===== config.mk =====
export PLATFORM = sky130hd
export DESIGN_NAME = scd_mac
export DESIGN_NICKNAME = d
export VERILOG_FILES = /design/src/hw/rtl/scd_pkg.sv /design/src/hw/rtl/scd_mac.sv
export SDC_FILE = /design/constraint.sdc
export NUM_CORES = 1
export LEC_CHECK = 0
export ABC_AREA = 1
export BUFFER_PORTS_ARGS = -buffer_cell sky130_fd_sc_hd__buf_2
export CAP_MARGIN = 20
export CORE_MARGIN = 2
export CORE_UTILIZATION = 50
export CTS_CLUSTER_DIAMETER = 100
export CTS_CLUSTER_SIZE = 14
export DETAILED_ROUTE_END_ITERATION = 10
export GPL_ROUTABILITY_DRIVEN = 0
export PLACE_DENSITY_LB_ADDON = 0.25
export SLEW_MARGIN = 30
export SYNTH_ARGS = -nofsm -noshare
export SYNTH_HDL_FRONTEND = slang
export SYNTH_SLANG_ARGS = --single-unit

===== constraint.sdc =====
create_clock -name clock -period 12.8 [get_ports clock]
set_clock_uncertainty 0.15 [all_clocks]
set_input_delay 0.64 -clock clock [delete_from_list [all_inputs] [get_ports clock]]
set_output_delay 0.64 -clock clock [all_outputs]
set_load 0.005 [all_outputs]

===== src/hw/rtl/scd_pkg.sv =====
`timescale 1ns / 1ps

package scd_pkg;

   localparam int RING_DEPTH     = 4096;
   localparam int RING_BITS      = $clog2(RING_DEPTH);
   localparam int SINE_ROM_DEPTH = 1024;
   localparam int SINE_BITS      = $clog2(SINE_ROM_DEPTH);
   localparam int QTR_BITS       = SINE_BITS - 2;
   localparam int QTR_ENTRIES    = SINE_ROM_DEPTH / 4 + 1;

   localparam int SAMPLE_BITS = 16;
   localparam int DATA_BITS   = 2 * SAMPLE_BITS;
   localparam int FRAC_BITS   = 8;
   localparam int POS_BITS    = RING_BITS + FRAC_BITS;
   localparam int DLY_BITS    = (POS_BITS + 1 > 23) ? POS_BITS + 1 : 23;

   localparam int CENTER_BITS = 20;
   localparam int DEPTH_BITS  = 20;
   localparam int PHASE_BITS  = 32;
   localparam int MIX_BITS    = 16;

   localparam logic [POS_BITS-1:0] DELAY_MAX = POS_BITS'((RING_DEPTH - 1) * 256);
   localparam logic [MIX_BITS-1:0] MIX_FULL  = 16'd32768;
   localparam logic [7:0]          INTERP_HALF = 8'h80;
   localparam int                  MIX_SHIFT = 15;

   localparam int MAC_A_BITS   = 21;
   localparam int MAC_B_BITS   = 17;
   localparam int MAC_P_BITS   = MAC_A_BITS + MAC_B_BITS;
   localparam int MAC_ACC_BITS = 40;

   localparam logic signed [MAC_ACC_BITS-1:0] MIX_ROUND = MAC_ACC_BITS'(16384);

   localparam logic [CENTER_BITS-1:0] CENTER_RESET = 20'd221184;
   localparam logic [DEPTH_BITS-1:0]  DEPTH_RESET  = 20'd73728;
   localparam logic [PHASE_BITS-1:0]  STEP_RESET   = 32'd31317;
   localparam logic [PHASE_BITS-1:0]  OFFSET_RESET = 32'd1162059236;
   localparam logic [MIX_BITS-1:0]    MIX_RESET    = 16'd0;

   localparam int CSR_INDEX_BITS = 3;

   typedef enum logic [CSR_INDEX_BITS-1:0] {
      CSR_CENTER_DELAY = 3'd0,
      CSR_DEPTH_DELAY  = 3'd1,
      CSR_LFO_STEP     = 3'd2,
      CSR_RIGHT_OFFSET = 3'd3,
      CSR_MIX_AMOUNT   = 3'd4
   } csr_index_type;

   typedef logic signed [SAMPLE_BITS-1:0] sample_type;

   typedef struct packed {
      logic                           issue;
      logic                           load;
      logic signed [MAC_ACC_BITS-1:0] bias;
      logic signed [MAC_A_BITS-1:0]   op_a;
      logic signed [MAC_B_BITS-1:0]   op_b;
   } mac_op_type;

   typedef struct packed {
      logic                 we;
      logic                 re;
      logic [RING_BITS-1:0] addr;
      logic [DATA_BITS-1:0] wdata;
   } ring_req_type;

   localparam longint C1_Q28 = 64'sd421657428;
   localparam longint C3_Q28 = 64'sd173399671;
   localparam longint C5_Q28 = 64'sd21392319;
   localparam longint C7_Q28 = 64'sd1256761;
   localparam longint C9_Q28 = 64'sd43068;

   typedef logic [SAMPLE_BITS-1:0] sine_table_type [QTR_ENTRIES];

   function automatic sine_table_type build_sine_table();
      sine_table_type tbl;
      longint x;
      longint x2;
      longint t;
      longint s;
      for (int m = 0; m < QTR_ENTRIES; m++) begin
         x  = longint'(m) <<< (18 - SINE_BITS);
         x2 = (x * x) >>> 16;
         t  = C9_Q28;
         t  = C7_Q28 - ((t * x2) >>> 16);
         t  = C5_Q28 - ((t * x2) >>> 16);
         t  = C3_Q28 - ((t * x2) >>> 16);
         t  = C1_Q28 - ((t * x2) >>> 16);
         s  = (t * x) >>> 16;
         s  = (s * 32767 + (longint'(1) <<< 27)) >>> 28;
         if (s > 32767) begin
            s = 32767;
         end
         tbl[m] = s[SAMPLE_BITS-1:0];
      end
      return tbl;
   endfunction

endpackage


===== src/hw/rtl/scd_mac.sv =====
`timescale 1ns / 1ps

module scd_mac (
   input  logic                                    clock,
   input  logic                                    reset,
   input  scd_pkg::mac_op_type                     op,
   output logic signed [scd_pkg::MAC_ACC_BITS-1:0] acc
);
   import scd_pkg::*;

   logic                           pend_ff;
   logic                           load_ff;
   logic signed [MAC_ACC_BITS-1:0] bias_ff;
   logic signed [MAC_P_BITS-1:0]   prod_ff;
   logic signed [MAC_ACC_BITS-1:0] acc_ff;
   logic signed [MAC_ACC_BITS-1:0] acc_in;

   always_ff @(posedge clock) begin
      if (reset) begin
         pend_ff <= 1'b0;
      end else begin
         pend_ff <= op.issue;
      end
   end

   always_ff @(posedge clock) begin
      load_ff <= op.load;
      bias_ff <= $signed(op.bias);
      prod_ff <= $signed(op.op_a) * $signed(op.op_b);
   end

   assign acc_in = (load_ff ? bias_ff : acc_ff) +
                   $signed({{(MAC_ACC_BITS-MAC_P_BITS){prod_ff[MAC_P_BITS-1]}}, prod_ff});

   always_ff @(posedge clock) begin
      if (pend_ff) begin
         acc_ff <= acc_in;
      end
   end

   assign acc = acc_ff;

endmodule


* Word level (Yosys, flattened, before mapping)
Index checks and enable logic that the tools add are counted.
Word-level totals: bits in registers 120, output and inout bits 40, input port bits 82, word-level logic and storage cells 8
Operators by class: multiply operators 1, add/subtract/negate cells 1, multiplexer cells 1
Operator list (number):
- $add 40x38->40 | 1
- $mux 40 | 1
- $mul 21x17->38 | 1

* Logic depth before layout (Yosys ltp)
Gate-level depths: netlist (run 1).
depth after elaboration 2, mapped depth 28, gate-level depth less buffers 27

* Worst setup path before layout (run 1)
Ideal clock, no wire load.
kind input port to flip-flop, from input port op[37] (netlist name), to register prod_ff[37], arrival 5808 ps, setup time 114 ps, stages 20, buffers on the path 2, path slack 6728 ps, data required time 12536 ps, path through clkbuf_1 > clkbuf_1 > nand2_1 > fa_1 > inv_1 > fa_1 > fa_1 > inv_1 > fa_1 > fa_1 > fa_1 > inv_1 > ha_1 > inv_1 > nor3_1 > nand2_1 > nor2_1 > nand3_1 > nand4_1 > nand2_1
On the way: word-level cells in the longest chain between the ends 1
Ends and longest elaborated chain:
- from (decl) | RTL line scd_mac.sv:6 | input scd_pkg::mac_op_type op,
- $mul 21x17->38 | RTL line scd_mac.sv:29 | prod_ff <= $signed(op.op_a) * $signed(op.op_b);
- to (signal assigned) | RTL line scd_mac.sv:29
- to (decl) | RTL line scd_mac.sv:14 | logic signed [MAC_P_BITS-1:0] prod_ff;
No other way between the ends. A chain may end at the register's enable or synchronous reset.

* Worst setup path after layout (run 1)
from input port op[5] (netlist name), to register prod_ff[37]
Same word-level chain as after synthesis.

==> results.cfg, run 1 <==
[run_status]
outcome = complete, no violations

[clock_network]
insertion_delay_ps = 430
root_buffer = clkbuf_16
h-tree-depth = 4
post-cts-setup-buffer-count = 0
clockBufferDepth = 2
clock-sinks = 120
cts_made_buffers = 17
ctsHoldBuffers = 0
cts-resized-gates = 0
clkTransAtPathRegs_ps = 60
cts_tree = built

[placement]
portBuffers = 121
hpwl_mm = 43.4

[logic_synthesis]
synth_ff_type = dfxtp_1
syn_inst = 2699
yosysSeqAreaShare_pct = 13.7
avgSynthCellArea_um2 = 7.56
syn_nets = 3270
syn_area_um2 = 20400
synth_edf_count = 40
synthDistinctLibCells = 33
ys_async_sr_fraction_pct = 0
ys_ff_latch = 120
synth_warnings = 0

[routing]
vias = 16753
wl_per_cell_um = 15.9
drt_iter0_markers = 1095
ant_nets = 0
wirelength_mm = 52.7
drcViolationCount = 0
via_per_inst = 5.07
first_pass_iters = 5

[min_path]
worstHoldStart = op[48]
hold_class = in -> reg

[floorplan]
fp.dieW_um = 206
die_area_um2 = 42400
initial_core_util_pct = 50.3
dieHeight_um = 206
io_pins = 122
row_count = 74
fp.coreArea_um2 = 40600

[setup_path]
r2r-start = load_ff$_DFF_P_
end_kind = register
cp.arrival_ps = 6360
cp-start-kind = input pin
crit_type = in -> reg
cp.required_ps = 13020
critPathMaxFanout = 21
crit_path_start = op[5]

[timing]
rsz0062_at_grt = no
setup_viol = 0
tightest_slew_ps = 884
period_share_pct = 47.9
slew_headroom_pct = 41.0
period_needed_ps = 6140
max_freq_mhz = 163
slew_viol_final = 0
fin_tns_setup_ps = 0
finalHoldViolCount = 0
holdWs_ps = 160

[final_layout]
fin_nets = 3330
diodes = 0
fill_cells = 3846
drive_gt1_share_pct = 8.19
multi_input_area_um2 = 14600
area.growth.synth_to_final_pct = 7.67
seq_area_um2 = 2810

[job]
max_cap_viol_count = 0

[grt]
use_met2_pct = 45.6
antenna_found_initial = 0
grt-busiest-layer = met2
globalRouteMet3Util_pct = 3.53
overflow = 0
use_met1_pct = 33.9
grt_max_degree = 43
grt_first_pass_wirelength_mm = 87.4
grt_use_total_pct = 26.3
grt_pass1_vias = 17843
[placed cells by master (no fill, tap or decap), types with 3 or more instances in the layout]
cell type and count:
nand2_1 834, inv_1 709, fa_1 357, nor2_1 142, ha_1 132, buf_2 121
nand3_1 81, dfxtp_1 78, a21oi_1 62, edfxtp_1 40, mux2_2 38, xor2_1 33
o21ai_0 20, nand4_1 20, clkbuf_16 20, nand2_2 9, or2_2 7, xnor2_1 7
o21bai_1 7, nor3_2 5, nor3_1 5, nand3_2 4, inv_2 4, a21o_1 4
nor2_2 3, nand3b_1 3, nor4_1 3, clkinv_2 3
[through the flow]
step	cells	utilization (%)	instance area, µm²	worst slack, ps
2_1_floorplan	2699	-	20400	6730
3_3_place_gp	3272	52.7	21400	6440
3_5_place_dp	3272	52.7	21400	6270
4_1_cts	3304	54.2	22000	6690
5_1_grt	3304	54.2	22000	6220
6_report	3304	54.2	22000	6660
[flip-flops by register name (all words and copies together) (netlist names)]
name,count
pend_ff,1
bias_ff,40
prod_ff,38
acc,40
load_ff,1
[critical path: stages]
cell,delay [ps]
buf_2,430
nand2_1,290
fa_1,660
inv_1,70
fa_1,810
fa_1,530
fa_1,560
inv_1,60
fa_1,480
inv_1,50
fa_1,430
ha_1,370
nand2_1,100
nor3_1,210
nand2_1,110
nor2_1,160
nand3_1,140
nand3_1,110
nand2_1,50
nand2_1,50
[cell type report]
class,instances,share of cell area (%)
well taps,532,3.03
flip-flops and latches,120,12.8
inverters,713,12.2
multi-input cells,1785,66.5
clock inverters,8,0.251
clock buffers,24,2.44
repair buffers,122,2.79
[final timing paths]
kind                         endpoint  slack, ps  depth (start not counted)
setup / recovery  prod_ff[37]$_DFF_P_       6660                         20
hold / removal    bias_ff[10]$_DFF_P_        160                          1
setup reg to reg    acc[24]$_DFFE_PP_       9290                         15
hold reg to reg      acc[0]$_DFFE_PP_        390                          1
[cells in the mapped netlist (2+ instances only)]
library cell	count	area [µm²]
inv_1	709	2660
or2_2	7	43.8
edfxtp_1	40	1200
o21a_1	2	15.0
o21ai_0	20	100
nand2_2	9	56.3
nor3_1	5	25.0
mux2_2	38	428
o21ai_1	2	10.0
buf_2	4	20.0
nand3_1	81	405
clkbuf_1	77	289
nand3_2	4	40.0
xnor2_1	7	61.3
dfxtp_1	80	1600
xor2_1	33	289
nor2_1	142	533
a21oi_1	62	310
inv_2	4	15.0
o21bai_1	7	52.6
nand2_1	834	3130
ha_1	132	1650
nor4_1	3	18.8
nand4_1	20	125
fa_1	357	7150
nor2_4	2	22.5
nor3_2	5	50.1
nor2_2	3	18.8
a21o_1	4	30.0
nand3b_1	3	22.5
[metal layers]
layer,up-vias,routed length [µm]
met4,0,1550
met1,8121,22200
met2,587,25400
li1,7929,-
met5,-,0
met3,116,3610
[kinds of logic (layout without fill, tap and decap cells)]
| logic type | after synthesis | in the layout | share of synthesized area, % |
|---|---|---|---|
| multiplexers | 38 | 38 | 2.10 |
| AND/OR/NAND/NOR | 1119 | 1119 | 22.0 |
| XOR/XNOR | 40 | 40 | 1.72 |
| AO/OA/AOI/OAI | 99 | 99 | 2.66 |
| buffers and inverters | 794 | 867 | 14.6 |
| adder cells (fa/ha/maj) | 489 | 489 | 43.1 |
| flip-flops | 120 | 120 | 13.7 |
Power of run 1 is left out: the tool's default activity adds up to more than one toggle a clock period on the data nets, which glitch-free logic cannot reach.
==> inputs of run 2 (changes only) <==
--- a/config.mk
+++ b/config.mk
@@ -5,7 +5,7 @@
 export SDC_FILE = /design/constraint.sdc
 export NUM_CORES = 1
 export LEC_CHECK = 0
-export ABC_AREA = 1
+export ABC_AREA = 0
 export BUFFER_PORTS_ARGS = -buffer_cell sky130_fd_sc_hd__buf_2
 export CAP_MARGIN = 20
 export CORE_MARGIN = 2
==> constraint.sdc (replaced) <==
create_clock -name clock -period 5.8 [get_ports clock]
set_clock_uncertainty 0.15 [all_clocks]
set_input_delay 0.29 -clock clock [delete_from_list [all_inputs] [get_ports clock]]
set_output_delay 0.29 -clock clock [all_outputs]
set_load 0.005 [all_outputs]
==> run 2 against run 1 <==
Against the previous run:
- setup slack worse by 6500 ps
- register-to-register slack got worse by 7500 ps
- synthesized cell count down 31%
- final cell count fell by 21%
- sequential cell count unchanged
- sequential share of layout area increased by 0.14 points
- global-route usage down 2.2 points
- hold slack improved by 3.8 ps
==> results.cfg, run 2 <==
[run_status]
outcome = complete, no violations

[logic_synthesis]
synthDistinctLibCells = 67
avgSynthCellArea_um2 = 9.82
ys_ff_latch = 120
synth_edf_count = 40
syn_area_um2 = 18200
synth_xor_area_share_pct = 3.61
synth.mux.area_fraction_pct = 2.52
yosysSeqAreaShare_pct = 15.4
syn_nets = 2423
yosysTopAreaCell = fa_1
synth_top_family_by_area = adder cells
synth_adder_area_share_pct = 48.4
synthTopCellsByCount = inv_1 (375), fa_1 (357), nand2_1 (211)
ys_async_sr_fraction_pct = 0
syn_inst = 1852
yosys.area_share.simple_pct = 12.5
yosysMostFrequentCell = inv_1
synth_compound_area_share_pct = 8.49
synth.area.top_cells = fa_1 (39%), ha_1 (9.1%), dfxtp_1 (8.8%), inv_1 (7.7%), edfxtp_1 (6.6%)
synth_ff_type = dfxtp_1
synth_top_area_share_pct = 39.3
synth_warnings = 0

[setup_path]
crit_type = in -> reg
cp.required_ps = 5940
r2r_slack_ps = 1760
end_kind = register
critPathMaxFanout = 6
r2r_end = acc[39]$_DFFE_PP_
cp.arrival_ps = 5770
r2r_cells = 12
r2r-start = load_ff$_DFF_P_
cp-start-kind = input pin

[timing]
holdWs_ps = 164
finalHoldViolCount = 0
rsz0062_at_grt = yes
tightest_slew_ps = 579
slew_headroom_pct = 61.4
max_freq_mhz = 178
slew_viol_final = 0
period_share_pct = 97.0
setup_viol = 0
period_needed_ps = 5630

[final_layout]
layout_commonest_cell = inv_1
fill_cells = 2989
seq_area_um2 = 2810
fin_area_um2 = 21700
layout_common_cells = inv_1 (375), fa_1 (353), nand2_1 (210)
drive_gt1_share_pct = 19.0
area.growth.synth_to_final_pct = 19.5
fin_nets = 2720
diodes = 0
multi_input_area_um2 = 13800

[placement]
dpl_cell_area_um2 = 20500
portBuffers = 121
hpwl_mm = 36.4

[floorplan]
row_count = 69
initial_core_util_pct = 51.0
fp.dieW_um = 195
dieHeight_um = 195
fp.coreArea_um2 = 35700
io_pins = 122
die_area_um2 = 37900

[grt]
grt_first_pass_wirelength_mm = 73.7
overflow = 0
antenna_found_initial = 0
grt_max_degree = 41
grt_use_total_pct = 24.1
grt_pass1_vias = 14813

[routing]
vias = 13435
first_pass_iters = 5
drcViolationCount = 0
wl_per_cell_um = 16.3
wirelength_mm = 42.7
via_per_inst = 5.12
ant_nets = 0
drt_iter0_markers = 607

[job]
max_cap_viol_count = 0

[clock_network]
cts_tree = built
cts_made_buffers = 17
clkTransAtPathRegs_ps = 60
clockBufferDepth = 2
h-tree-depth = 4
clock-sinks = 120
root_buffer = clkbuf_16
insertion_delay_ps = 420

[min_path]
hold_class = in -> reg
worstHoldStart = op[17]
holdPathStages = 3
min_to = prod_ff[0]$_DFF_P_
-- run 2: cell types whose count changed after synthesis, moves of 17 or more --
cell      before  now
and2_1         0  150
clkbuf_1      77   59
nor2_1       142   49
xnor2_1        7   56
nand2_1      834  211
o21a_1         2   19
inv_1        709  375
a21o_1         4   39
nand3_1       81    9
-- run 2: cell type report --
| type | instances | area share, % |
|---|---|---|
| multi-input cells | 1290 | 63.7 |
| clock inverters | 15 | 0.697 |
| flip-flops and latches | 120 | 12.9 |
| clock buffers | 17 | 1.96 |
| inverters | 375 | 6.48 |
| well taps | 461 | 2.65 |
| repair buffers | 345 | 11.6 |
-- run 2: what timing repair did --
item	in CTS	in global routing
hold buffers	43	0
endpoints found under the setup margin	1	13
resized for setup	1	46
pin swaps	0	13
hold endpoints to repair	42	0
setup buffers	0	3
-- run 2: worst max path at each step --
stage                     cells after the start                  end   start  slack [ps]
after floorplan                              22  prod_ff[34]$_DFF_P_   op[8]         0.6
after global placement                       22  prod_ff[36]$_DFF_P_   op[2]        -330
after detailed placement                     23  prod_ff[37]$_DFF_P_   op[2]        -450
after CTS                                    23  prod_ff[37]$_DFF_P_   op[2]          50
after global routing                         23  prod_ff[37]$_DFF_P_  op[29]         -10
final                                        22  prod_ff[34]$_DFF_P_  op[30]         170
-- run 2: worst max-delay path: stages --
cell and delay, ps:
clkbuf_4 170, nand2_1 90, fa_1 570, inv_1 60
fa_1 530, inv_1 60, fa_1 500, inv_1 60
fa_1 530, inv_1 50, fa_1 480, inv_1 50
fa_1 480, ha_4 310, nand4_1 90, a21oi_1 110
a21bo_2 260, a2111oi_4 400, o41ai_4 130, o21ai_4 210
mux2i_1 260, nor3b_2 70
-- run 2: logic make-up after synthesis --
family | Yosys count
compound gates | 218
xor+xnor | 75
fa+ha+maj | 489
buf+inv | 442
flops | 120
mux | 41
simple gates | 467
-- run 2: routing by layer --
metal  GRT usage (%)  part of all wire, %  vias to the layer above
li1                -                    -                     6319
met3            4.56                  6.4                       49
met4            4.50                  1.1                        0
met2            41.0                   48                      393
met5               0                    0                        -
met1            32.5                   44                     6674
-- run 2: per-stage QoR --
stage	worst slack (ps)	cells	TNS, ps	utilization, %
after floorplan	0.604	1852	0	-
after global placement	-330	2545	-3460	57.6
after detailed placement	-446	2545	-4560	57.6
after CTS	46.8	2620	0	60.5
after global routing	-12.2	2623	-12.6	60.9
final	174	2623	0	60.9
Power of run 2 is left out for the same reason.
